$ cat src/design/multi_context_fragment_reassembler_core_macros.svh
// ----------------------------------------------------------------------------
// multi_context_fragment_reassembler_core_macros
// Assertion macros for the fragment reassembler.
// ----------------------------------------------------------------------------
`ifndef MULTI_CONTEXT_FRAGMENT_REASSEMBLER_CORE_MACROS_SVH
`define MULTI_CONTEXT_FRAGMENT_REASSEMBLER_CORE_MACROS_SVH

// implication checked on every clock edge outside reset
`define MCFR_ASSERT_IMPL(label, ante, cons) \
	label: assert property (@(posedge clk) disable iff (!arst_n) (ante) |-> (cons)) \
		else $error("assertion failed");

// implication whose consequent is checked in the cycle after the antecedent
`define MCFR_ASSERT_NEXT(label, ante, cons) \
	label: assert property (@(posedge clk) disable iff (!arst_n) (ante) |=> (cons)) \
		else $error("assertion failed");

`endif

$ cat src/design/mcfr_pkg.sv
// ----------------------------------------------------------------------------
// mcfr_pkg
// Types and constants shared by the fragment reassembler modules.
// ----------------------------------------------------------------------------
package mcfr_pkg;

	localparam int unsigned CONTEXTS = 4;
	localparam int unsigned CTX_W    = (CONTEXTS > 1) ? $clog2(CONTEXTS) : 1;
	localparam int unsigned CFG_W    = 64;
	localparam int unsigned CFG_IDX_W = 3;

	localparam logic [15:0] CRC_POLY   = 16'h8408;
	localparam logic [15:0] CRC_PRESET = 16'hffff;

	// register indexes
	localparam logic [CFG_IDX_W-1:0] REG_SUB0    = 3'd0;
	localparam logic [CFG_IDX_W-1:0] REG_SUB1    = 3'd1;
	localparam logic [CFG_IDX_W-1:0] REG_SUB2    = 3'd2;
	localparam logic [CFG_IDX_W-1:0] REG_SUB3    = 3'd3;
	localparam logic [CFG_IDX_W-1:0] REG_CHKCRC  = 3'd4;
	localparam logic [CFG_IDX_W-1:0] REG_LIMIT   = 3'd5;
	localparam logic [CFG_IDX_W-1:0] REG_TIMEOUT = 3'd6;

	// status codes
	localparam logic [2:0] ST_COMPLETE = 3'd0;
	localparam logic [2:0] ST_CRC_ERR  = 3'd1;
	localparam logic [2:0] ST_TRUNC    = 3'd2;
	localparam logic [2:0] ST_SEQ_ERR  = 3'd3;
	localparam logic [2:0] ST_TIMEOUT  = 3'd4;
	localparam logic [2:0] ST_NO_CTX   = 3'd5;

	localparam logic OP_FRAME = 1'b0;
	localparam logic OP_TICK  = 1'b1;

	typedef struct packed {
		logic       operation;
		logic [6:0] sender_id;
		logic [7:0] stream_tag;
		logic [7:0] sequence_req;
		logic [7:0] byte_a;
		logic [7:0] byte_b;
		logic [7:0] byte_c;
		logic [7:0] byte_d;
		logic [7:0] byte_e;
	} in_item_t;

	typedef struct packed {
		logic        kind;
		logic [7:0]  payload;
		logic [7:0]  stream;
		logic [1:0]  context_index;
		logic [2:0]  status;
		logic [15:0] byte_count;
		logic        last;
	} out_item_t;

	// static configuration seen by the sequencer
	typedef struct packed {
		logic        check_crc;
		logic [15:0] receive_limit;
		logic [15:0] timeout_ticks;
	} cfg_t;

	// one bit step of the reflected CRC
	function automatic logic [15:0] crc_bit(input logic [15:0] crc, input logic d);
		logic [15:0] r;
		r = {1'b0, crc[15:1]};
		if (crc[0] ^ d) begin
			r = r ^ CRC_POLY;
		end
		return r;
	endfunction

	// context index as seen on the output (low two bits)
	function automatic logic [1:0] ctx_out(input logic [CTX_W-1:0] i);
		logic [CTX_W+1:0] w;
		w = {2'b00, i};
		return w[1:0];
	endfunction

endpackage

$ cat src/design/mcfr_crc_unit.sv
// ----------------------------------------------------------------------------
// mcfr_crc_unit
// Shared CRC-16 engine: folds one byte into the running value, one bit a cycle.
// ----------------------------------------------------------------------------
module mcfr_crc_unit (
	input  logic        clk,
	input  logic        arst_n,
	input  logic        start,
	input  logic [15:0] crc_in,
	input  logic [7:0]  data_in,
	output logic        done,
	output logic [15:0] crc_out
);

	logic [15:0] crc_q;
	logic [7:0]  data_q;
	logic [3:0]  cnt_q;
	logic        busy_q;

	// bit-serial loop over the byte
	always_ff @(posedge clk or negedge arst_n) begin
		if (!arst_n) begin
			busy_q <= 1'b0;
			cnt_q  <= '0;
		end else if (start) begin
			busy_q <= 1'b1;
			cnt_q  <= 4'd0;
		end else if (busy_q) begin
			cnt_q <= cnt_q + 4'd1;
			if (cnt_q == 4'd7) begin
				busy_q <= 1'b0;
			end
		end
	end

	always_ff @(posedge clk) begin
		if (start) begin
			crc_q  <= crc_in;
			data_q <= data_in;
		end else if (busy_q) begin
			crc_q  <= mcfr_pkg::crc_bit(crc_q, data_q[0]);
			data_q <= {1'b0, data_q[7:1]};
		end
	end

	assign done    = busy_q && (cnt_q == 4'd7);
	assign crc_out = mcfr_pkg::crc_bit(crc_q, data_q[0]);

endmodule

$ cat src/design/mcfr_cfg_regs.sv
// ----------------------------------------------------------------------------
// mcfr_cfg_regs
// Configuration registers and stream subscription lookup.
// ----------------------------------------------------------------------------
module mcfr_cfg_regs (
	input  logic                               clk,
	input  logic                               arst_n,
	input  logic                               cfg_we,
	input  logic [mcfr_pkg::CFG_IDX_W-1:0]     cfg_index,
	input  logic [mcfr_pkg::CFG_W-1:0]         cfg_data,
	input  logic [7:0]                         lookup_stream,
	output logic                               subscribed,
	output mcfr_pkg::cfg_t                     cfg
);

	logic [63:0] sub_q [4];
	logic        chk_q;
	logic [15:0] limit_q;
	logic [15:0] tmo_q;

	// register writes
	always_ff @(posedge clk or negedge arst_n) begin
		if (!arst_n) begin
			for (int k = 0; k < 4; k++) begin
				sub_q[k] <= '0;
			end
			chk_q   <= 1'b0;
			limit_q <= 16'd256;
			tmo_q   <= 16'd1000;
		end else if (cfg_we) begin
			unique case (cfg_index)
				mcfr_pkg::REG_SUB0:    sub_q[0] <= cfg_data;
				mcfr_pkg::REG_SUB1:    sub_q[1] <= cfg_data;
				mcfr_pkg::REG_SUB2:    sub_q[2] <= cfg_data;
				mcfr_pkg::REG_SUB3:    sub_q[3] <= cfg_data;
				mcfr_pkg::REG_CHKCRC:  chk_q    <= cfg_data[0];
				mcfr_pkg::REG_LIMIT:   limit_q  <= cfg_data[15:0];
				mcfr_pkg::REG_TIMEOUT: tmo_q    <= cfg_data[15:0];
				default: ;
			endcase
		end
	end

	assign subscribed = sub_q[lookup_stream[7:6]][lookup_stream[5:0]];
	assign cfg = '{check_crc: chk_q, receive_limit: limit_q, timeout_ticks: tmo_q};

endmodule

$ cat src/design/multi_context_fragment_reassembler_core.sv
// ----------------------------------------------------------------------------
// multi_context_fragment_reassembler_core
// Reassembles fragmented long messages over several receive contexts.
// ----------------------------------------------------------------------------
// One request is handled at a time by a sequencer that visits the contexts
// one per cycle, pausing while a staged result waits to go out, and runs
// every payload byte through a shared bit-serial CRC engine (a start state,
// then a wait for the shifts). A tick ages every context and reports each
// timeout; a header scans for the lowest free context and reports when none
// is free; a continuation is matched by stream and sender, then each payload
// byte is folded, emitted and checked, with a closing event and a last state.
// Each result waits in an output register until taken, and any output stall
// holds the sequencer; in_stall is high while a request is busy.
`include "multi_context_fragment_reassembler_core_macros.svh"

module multi_context_fragment_reassembler_core (
	input  logic                           clk,
	input  logic                           arst_n,
	input  logic                           in_valid,
	output logic                           in_stall,
	input  mcfr_pkg::in_item_t             in_data,
	output logic                           out_valid,
	input  logic                           out_stall,
	output mcfr_pkg::out_item_t            out_data,
	input  logic                           cfg_we,
	input  logic [mcfr_pkg::CFG_IDX_W-1:0] cfg_index,
	input  logic [mcfr_pkg::CFG_W-1:0]     cfg_data
);

	localparam int unsigned N  = mcfr_pkg::CONTEXTS;
	localparam int unsigned CW = mcfr_pkg::CTX_W;
	localparam logic [CW-1:0] LAST_CTX = CW'(N - 1);

	typedef enum logic [8:0] {
		S_IDLE  = 9'b000000001,
		S_TICK  = 9'b000000010,
		S_SCAN  = 9'b000000100,
		S_HDR   = 9'b000001000,
		S_BYTE  = 9'b000010000,
		S_CRC   = 9'b000100000,
		S_CHECK = 9'b001000000,
		S_EMIT  = 9'b010000000,
		S_DONE  = 9'b100000000
	} state_t;

	state_t state_q, ret_q;
	mcfr_pkg::in_item_t req_q;
	mcfr_pkg::cfg_t cfg;
	logic subscribed;

	// per-context store
	logic [N-1:0] busy_q;
	logic [7:0]  ctx_stream_q [N];
	logic [6:0]  ctx_sender_q [N];
	logic [15:0] msg_len_q    [N];
	logic [15:0] hdr_crc_q    [N];
	logic [15:0] run_crc_q    [N];
	logic [15:0] rx_cnt_q     [N];
	logic [7:0]  next_seq_q   [N];
	logic [15:0] idle_q       [N];

	logic [CW-1:0] idx_q;
	logic [2:0]    byte_q;
	logic [2:0]    nres_q;

	logic [7:0]  cur_byte;
	logic        crc_start, crc_done;
	logic [15:0] crc_out;

	// output register
	logic                 ovalid_q;
	mcfr_pkg::out_item_t  odata_q;
	logic                 pend_q;
	mcfr_pkg::out_item_t  pend_item_q;

	mcfr_cfg_regs u_cfg (
		.clk, .arst_n, .cfg_we, .cfg_index, .cfg_data,
		.lookup_stream(req_q.stream_tag), .subscribed, .cfg
	);

	mcfr_crc_unit u_crc (
		.clk, .arst_n, .start(crc_start), .crc_in(run_crc_q[idx_q]),
		.data_in(cur_byte), .done(crc_done), .crc_out
	);

	always_comb begin
		unique case (byte_q)
			3'd0:    cur_byte = req_q.byte_a;
			3'd1:    cur_byte = req_q.byte_b;
			3'd2:    cur_byte = req_q.byte_c;
			3'd3:    cur_byte = req_q.byte_d;
			default: cur_byte = req_q.byte_e;
		endcase
	end

	assign in_stall  = (state_q != S_IDLE);
	assign out_valid = ovalid_q;
	assign out_data  = odata_q;

	logic idx_last;
	logic [15:0] inc_cnt;
	logic [15:0] idle_inc;
	logic [15:0] want;
	logic        tmo_hit;
	logic        closing;
	assign idx_last = (idx_q == LAST_CTX);
	assign inc_cnt  = rx_cnt_q[idx_q] + 16'd1;
	assign idle_inc = (idle_q[idx_q] == 16'hffff) ? 16'hffff : idle_q[idx_q] + 16'd1;
	assign want     = (cfg.check_crc && hdr_crc_q[idx_q] != 16'd0) ?
		{~run_crc_q[idx_q][7:0], ~run_crc_q[idx_q][15:8]} : 16'd0;
	assign tmo_hit  = busy_q[idx_q] && (nres_q != 3'd6) && (idle_inc >= cfg.timeout_ticks);
	// the byte being folded ends the message (completion or limit)
	assign closing  = (inc_cnt >= msg_len_q[idx_q]) || (inc_cnt >= cfg.receive_limit);
	assign crc_start = (state_q == S_BYTE);

	// results are staged in pend, then moved to the output register
	always_ff @(posedge clk or negedge arst_n) begin
		if (!arst_n) begin
			ovalid_q <= 1'b0;
		end else if (!ovalid_q || !out_stall) begin
			ovalid_q <= pend_q && state_q == S_EMIT;
		end
	end

	always_ff @(posedge clk) begin
		if ((!ovalid_q || !out_stall) && pend_q && state_q == S_EMIT) begin
			odata_q <= pend_item_q;
		end
	end

	// sequencer
	always_ff @(posedge clk or negedge arst_n) begin
		if (!arst_n) begin
			state_q <= S_IDLE;
			ret_q   <= S_IDLE;
			busy_q  <= '0;
			pend_q  <= 1'b0;
			idx_q   <= '0;
			byte_q  <= '0;
			nres_q  <= '0;
		end else begin
			unique case (state_q)
				S_IDLE: begin
					if (in_valid) begin
						idx_q   <= '0;
						nres_q  <= '0;
						byte_q  <= '0;
						if (in_data.operation == mcfr_pkg::OP_TICK) begin
							state_q <= S_TICK;
						end else if (in_data.sequence_req == 8'd0) begin
							state_q <= S_HDR;
						end else begin
							state_q <= S_SCAN;
						end
					end
				end
				// age one context per cycle, pausing while a held timeout goes out; a timeout
				// is held until the next one or the end of the scan shows whether it is last
				S_TICK: begin
					if (tmo_hit && pend_q) begin
						ret_q   <= S_TICK;
						state_q <= S_EMIT;
					end else begin
						if (busy_q[idx_q] && nres_q != 3'd6) begin
							idle_q[idx_q] <= idle_inc;
						end
						if (tmo_hit) begin
							busy_q[idx_q] <= 1'b0;
							pend_q <= 1'b1;
							nres_q <= nres_q + 3'd1;
							pend_item_q <= '{kind: 1'b1, payload: 8'd0,
								stream: ctx_stream_q[idx_q],
								context_index: mcfr_pkg::ctx_out(idx_q),
								status: mcfr_pkg::ST_TIMEOUT,
								byte_count: rx_cnt_q[idx_q], last: idx_last};
						end
						if (!idx_last) begin
							idx_q <= idx_q + CW'(1);
						end else if (tmo_hit) begin
							ret_q   <= S_DONE;
							state_q <= S_EMIT;
						end else if (pend_q) begin
							pend_item_q.last <= 1'b1;
							ret_q   <= S_DONE;
							state_q <= S_EMIT;
						end else begin
							state_q <= S_DONE;
						end
					end
				end
				// lowest free context for a header
				S_HDR: begin
					if (req_q.byte_e != 8'd0 || !subscribed) begin
						state_q <= S_DONE;
					end else if (!busy_q[idx_q]) begin
						busy_q[idx_q]       <= 1'b1;
						ctx_stream_q[idx_q] <= req_q.stream_tag;
						ctx_sender_q[idx_q] <= req_q.sender_id;
						msg_len_q[idx_q]    <= {req_q.byte_a, req_q.byte_b};
						hdr_crc_q[idx_q]    <= {req_q.byte_c, req_q.byte_d};
						run_crc_q[idx_q]    <= mcfr_pkg::CRC_PRESET;
						rx_cnt_q[idx_q]     <= 16'd0;
						next_seq_q[idx_q]   <= 8'd1;
						idle_q[idx_q]       <= 16'd0;
						state_q <= S_DONE;
					end else if (idx_last) begin
						pend_q <= 1'b1;
						ret_q  <= S_DONE;
						pend_item_q <= '{kind: 1'b1, payload: 8'd0,
							stream: req_q.stream_tag, context_index: 2'd0,
							status: mcfr_pkg::ST_NO_CTX, byte_count: 16'd0,
							last: 1'b1};
						state_q <= S_EMIT;
					end else begin
						idx_q <= idx_q + CW'(1);
					end
				end
				// match a continuation by stream and sender
				S_SCAN: begin
					if (busy_q[idx_q] && ctx_stream_q[idx_q] == req_q.stream_tag &&
							ctx_sender_q[idx_q] == req_q.sender_id) begin
						if (req_q.sequence_req != next_seq_q[idx_q]) begin
							busy_q[idx_q] <= 1'b0;
							pend_q <= 1'b1;
							ret_q  <= S_DONE;
							pend_item_q <= '{kind: 1'b1, payload: 8'd0,
								stream: req_q.stream_tag,
								context_index: mcfr_pkg::ctx_out(idx_q),
								status: mcfr_pkg::ST_SEQ_ERR,
								byte_count: rx_cnt_q[idx_q], last: 1'b1};
							state_q <= S_EMIT;
						end else begin
							next_seq_q[idx_q] <= next_seq_q[idx_q] + 8'd1;
							state_q <= S_BYTE;
						end
					end else if (idx_last) begin
						state_q <= S_DONE;
					end else begin
						idx_q <= idx_q + CW'(1);
					end
				end
				S_BYTE: begin
					state_q <= S_CRC;
				end
				// wait for the byte to fold into the CRC, then emit it; it is
				// the final result when it is the fifth byte and closes nothing
				S_CRC: begin
					if (crc_done) begin
						run_crc_q[idx_q] <= crc_out;
						rx_cnt_q[idx_q]  <= inc_cnt;
						idle_q[idx_q]    <= 16'd0;
						pend_q <= 1'b1;
						pend_item_q <= '{kind: 1'b0, payload: cur_byte,
							stream: req_q.stream_tag,
							context_index: mcfr_pkg::ctx_out(idx_q),
							status: mcfr_pkg::ST_COMPLETE, byte_count: inc_cnt,
							last: (byte_q == 3'd4) && !closing};
						ret_q   <= S_CHECK;
						state_q <= S_EMIT;
					end
				end
				// completion, limit, next byte, or end of the fragment
				S_CHECK: begin
					if (rx_cnt_q[idx_q] >= msg_len_q[idx_q] ||
							rx_cnt_q[idx_q] >= cfg.receive_limit) begin
						busy_q[idx_q] <= 1'b0;
						pend_q <= 1'b1;
						ret_q  <= S_DONE;
						pend_item_q <= '{kind: 1'b1, payload: 8'd0,
							stream: req_q.stream_tag,
							context_index: mcfr_pkg::ctx_out(idx_q),
							status: (rx_cnt_q[idx_q] >= msg_len_q[idx_q]) ?
								((hdr_crc_q[idx_q] != want) ? mcfr_pkg::ST_CRC_ERR :
								mcfr_pkg::ST_COMPLETE) : mcfr_pkg::ST_TRUNC,
							byte_count: rx_cnt_q[idx_q], last: 1'b1};
						state_q <= S_EMIT;
					end else if (byte_q == 3'd4) begin
						state_q <= S_DONE;
					end else begin
						byte_q  <= byte_q + 3'd1;
						state_q <= S_BYTE;
					end
				end
				// hand the staged result to the output register
				S_EMIT: begin
					if (!ovalid_q || !out_stall) begin
						pend_q  <= 1'b0;
						state_q <= ret_q;
					end
				end
				S_DONE: begin
					state_q <= S_IDLE;
				end
				default: state_q <= S_IDLE;
			endcase
		end
	end

	always_ff @(posedge clk) begin
		if (state_q == S_IDLE && in_valid) begin
			req_q <= in_data;
		end
	end

	`MCFR_ASSERT_IMPL(a_emit_pending, state_q == S_EMIT, pend_q)
	`MCFR_ASSERT_NEXT(a_stall_busy, state_q == S_DONE, state_q == S_IDLE)
	`MCFR_ASSERT_IMPL(a_out_kind, out_valid && out_data.kind == 1'b0,
		out_data.status == mcfr_pkg::ST_COMPLETE)

endmodule

$ cat config.mk
export PLATFORM = sky130hd
export DESIGN_NAME = multi_context_fragment_reassembler_core
export DESIGN_NICKNAME = d
export VERILOG_FILES = /design/src/design/mcfr_pkg.sv /design/src/design/mcfr_crc_unit.sv /design/src/design/mcfr_cfg_regs.sv /design/src/design/multi_context_fragment_reassembler_core.sv
export VERILOG_INCLUDE_DIRS = /design/src /design/src/design
export SDC_FILE = /design/constraint.sdc
export NUM_CORES = 1
export LEC_CHECK = 0
export BUFFER_PORTS_ARGS = -buffer_cell sky130_fd_sc_hd__buf_2
export CORE_ASPECT_RATIO = 0.5
export CORE_MARGIN = 4
export CORE_UTILIZATION = 48
export DETAILED_ROUTE_END_ITERATION = 6
export GPL_ROUTABILITY_DRIVEN = 0
export HOLD_SLACK_MARGIN = 0.06
export PLACE_DENSITY = 0.67
export SLEW_MARGIN = 25
export SYNTH_ARGS = -nofsm -noshare
export SYNTH_HDL_FRONTEND = slang
export SYNTH_SLANG_ARGS = --single-unit
$ cat constraint.sdc
create_clock -name clk -period 11.8 [get_ports clk]
set_input_delay 1.18 -clock clk [delete_from_list [all_inputs] [get_ports clk]]
set_output_delay 1.18 -clock clk [all_outputs]
set_load 0.02 [all_outputs]
==> impl_metrics.csv <==
group,metric,value,unit
yosys,synth_area_leaders,"edfxtp_1 (44%), dfrtp_1 (20%), mux2_2 (8.4%)",
yosys,ys_ff_latch,898,
clock_network,cts_tree,"yes",
drt,wl_per_cell,23.6,um
floorplanning,die_area,0.0875,sq mm
yosys,synth_top_area_share,0.437,
sta,slew-limit-headroom,0.289,
critical_path,critPathTopFamily,"buffers and inverters",
clock_network,insertion_delay,0.67,ns
floorplanning,core,0.0818,sq mm
sta,min_period,6.16,ns
critical_path,path_buf_inv,3,
clock_network,postCtsSetupRepairBufs,0,
power_and_ir_drop,finalPower,7.95,mW
yosys,yosysWarnings,0,
final_layout,drive_above_1_share,0.297,
sta,finalSetupViolCount,0,
floorplanning,io_pins,177,
yosys,synth_area,0.0396,sq mm
yosys,yosysSeqAreaShare,0.640,
clock_network,cts_buffer_depth,3,
yosys,synthCells,2509,
floorplanning,die_w,414,um
clock_network,clockRootBuffer,"clkbuf_16",
final_layout,layout_commonest_cell,"edfxtp_1",
global_routing,first_global_vias,22700,
power_and_ir_drop,p_int,5.84,mW
critical_path,cpPeakStageDelay,0.85,ns
drt,drt_iter0_markers,1722,
floorplanning,start_util,0.485,
yosys,post-synth-top-area-cell,"edfxtp_1",
sta,slew_viol_final,0,
drt,drtAntennaViolNets,0,
power_and_ir_drop,sw_frac_of_total,0.265,
sta,layout_setup_ws,5.64,ns
hold_path,hold_class,"reg -> reg",
critical_path,startpoint_type,"flop",
critical_path,critPathCaptureType,"flop",
power_and_ir_drop,p_sw,2.11,mW
placement,io_buffers,176,
drt,wl_met1,40.3,mm
yosys,synth_edf_count,577,
clock_network,cts_inserted_buffers,80,
critical_path,critical_path_required,12.34,ns
drt,drt-total-wl,90.8,mm
clock_network,holdBufCountCts,0,
global_routing,grtUsageTotal,0.208,
placement,post-place-ws,5.64,ns
floorplanning,num_rows,74,
floorplanning,dieHeight,211,um
critical_path,cp_slowest_cell,"dfrtp_4",
yosys,ys.flop_type,"edfxtp_1",
critical_path,crit_type,"reg -> reg",
power_and_ir_drop,leakage,16.4,nW
clock_network,h-tree-depth,3,
sta,rsz0062_at_grt,"no",
drt,wl_met3,4.80,mm
global_routing,antenna_found_initial,4,
global_routing,gr-total-overflow,0,
final_layout,diodes,0,
drt,highest_layer,"met5",
power_and_ir_drop,p_comb_frac,0.172,
clock_network,path_clk_slew,0.07,ns
global_routing,grt_pass1_wl,139,mm
critical_path,cp.arrival,6.70,ns
critical_path,critPathMaxFanout,40,
outcome,outcome,"complete, but fails checks",
final_layout,layout_common_cells,"edfxtp_1 (577), dfrtp_1 (310), mux2_2 (295)",
yosys,synth_nets,2740,
yosys,synth_cell_types,85,
critical_path,cp_cell_sequence,"buf_4 > buf_4 > mux4_2 > ha_1 > and3_1 > nand3_1 > nor2_1 > xnor2_1 > inv_1 > ha_1 > nand4_1 > nor2_1 > a2111oi_0 > nand4_1 > nor3_1 > a31o_2",
sta,fin_tns_setup,0,ns
placement,hpwl,60.1,mm
power_and_ir_drop,power.density,180,mW/mm^2
clock_network,ctsResizeCount,0,
sta,hold_slack,0.418,ns
yosys,synthArstFlopShare,0.357,
sta,clock-skew-final,0.0186,ns
run,cap_violations,0,
final_layout,final_nets,2922,
power_and_ir_drop,seqPwrFrac,0.496,
drt,remaining_drc_errors,10,
global_routing,grt_max_degree,185,
sta,max_slew.worst_pin.slew,1.07,ns
drt,firstDrtPassIters,7,
power_and_ir_drop,clkPwrFrac,0.332,
sta,min_period_over_period,0.522,
power_and_ir_drop,ir_drop,0.142,mV
sta,fmax,162,MHz
clock_network,clock_sinks,898,
final_layout,post-route-util,0.541,
yosys,synth_area_per_cell,15.8,sq um
outcome,violations,"DRC",
drt,vias,22300,
drt,viasPerCell,5.77,
sta,hold_viol_final,0,
final_layout,synthToLayoutAreaGrowth,11.6,%
drt,dr_wl_met2,43.8,mm
worst register-to-register path, stage by stage (launching register included):
cell	delay (ns)
dfrtp_4	0.85
buf_4	0.78
buf_4	0.81
mux4_2	0.74
ha_1	0.33
and3_1	0.21
nand3_1	0.25
nor2_1	0.10
xnor2_1	0.27
inv_1	0.15
ha_1	0.32
nand4_1	0.12
nor2_1	0.07
a2111oi_0	0.44
nand4_1	0.15
nor3_1	0.26
a31o_2	0.19
synth_stat cells, types with 16 or more instances:
master and n:
o21ai_0 73, nor2b_1 18, mux2i_1 39, and2_1 25, edfxtp_1 577, nand3_1 30, nand4_1 22, nand2_1 180
nor2_1 92, nor4_1 16, a21o_1 18, dfrtp_1 312, inv_1 85, xnor2_1 52, clkbuf_1 65, mux4_2 142
a21oi_1 56, ha_1 95, nand2b_1 20, xor2_1 19, mux2_2 295
power by group through the flow:
stage | logic [mW] | registers [mW] | clock network [mW]
floorplan | 1.05 | 3.90 | 0
detailed placement | 1.37 | 4.01 | 0
finish | 1.37 | 3.94 | 2.64
global route | 1.50 | 3.98 | 2.84
global placement | 1.35 | 3.99 | 0
CTS | 1.38 | 3.94 | 2.70
final cells by class:
cell class / instances / area, sq um
inverters: 85 / 319
flip-flops and latches: 898 / 25400
clock inverters: 34 / 370
clock buffers: 111 / 2240
repair buffers: 215 / 1220
multi-input cells: 1411 / 13300
well taps: 1102 / 1380
fillers: 6550 / 37500
path summary, 6_finish.rpt:
kind,start,endpoint,slack [ns],cells after the start
max,idx_q[0]$_DFFE_PN0P_,pend_item_q[0]$_DFFE_PP_,5.64,16
min,pend_item_q[5]$_DFFE_PP_,out_data[5]$_DFFE_PP_,0.42,0
max reg2reg,idx_q[0]$_DFFE_PN0P_,pend_item_q[0]$_DFFE_PP_,5.64,16
min reg2reg,pend_item_q[5]$_DFFE_PP_,out_data[5]$_DFFE_PP_,0.42,0
max in group asynchronous,arst_n,u_cfg.sub_q[192]$_DFFE_PN0P_,9.79,3
min in group asynchronous,arst_n,u_crc.busy_q$_DFF_PN0_,0.47,1
logic make-up after synthesis:
group,synth area share
AND/OR/NAND/NOR,0.0637
multiplexers,0.182
AO/OA/AOI/OAI,0.0433
adder cells (fa/ha/maj),0.0300
flip-flops,0.640
buffers and inverters,0.0251
XOR/XNOR,0.0157
registers in the layout, summed over array words and instances (netlist names), 3 cells and up, named ones only:
register and count:
byte_q 3, ctx_sender_q 28, ctx_stream_q 32, hdr_crc_q 64
idle_q 64, msg_len_q 64, next_seq_q 32, nres_q 3
out_data 39, pend_item_q 39, req_q 63, ret_q 4
run_crc_q 64, rx_cnt_q 64, state_q 9, u_cfg.limit_q 16
u_cfg.sub_q 256, u_cfg.tmo_q 16, u_crc.cnt_q 4, u_crc.crc_q 16
u_crc.data_q 8
per-layer routing:
layer / track usage / vias to the layer above
li1: - / 9933
met1: 0.294 / 11600
met2: 0.340 / 572
met3: 0.0389 / 133
met4: 0.0461 / 8
met5: 0 / -
metrics by stage:
step | cell area, sq um | cells
6_report | 44200 | 3856
4_1_cts | 44200 | 3855
3_3_place_gp | 41600 | 3710
5_1_grt | 44200 | 3856
3_5_place_dp | 41600 | 3710
2_1_floorplan | 39600 | 2509
Power figures use the tool's default switching activity.
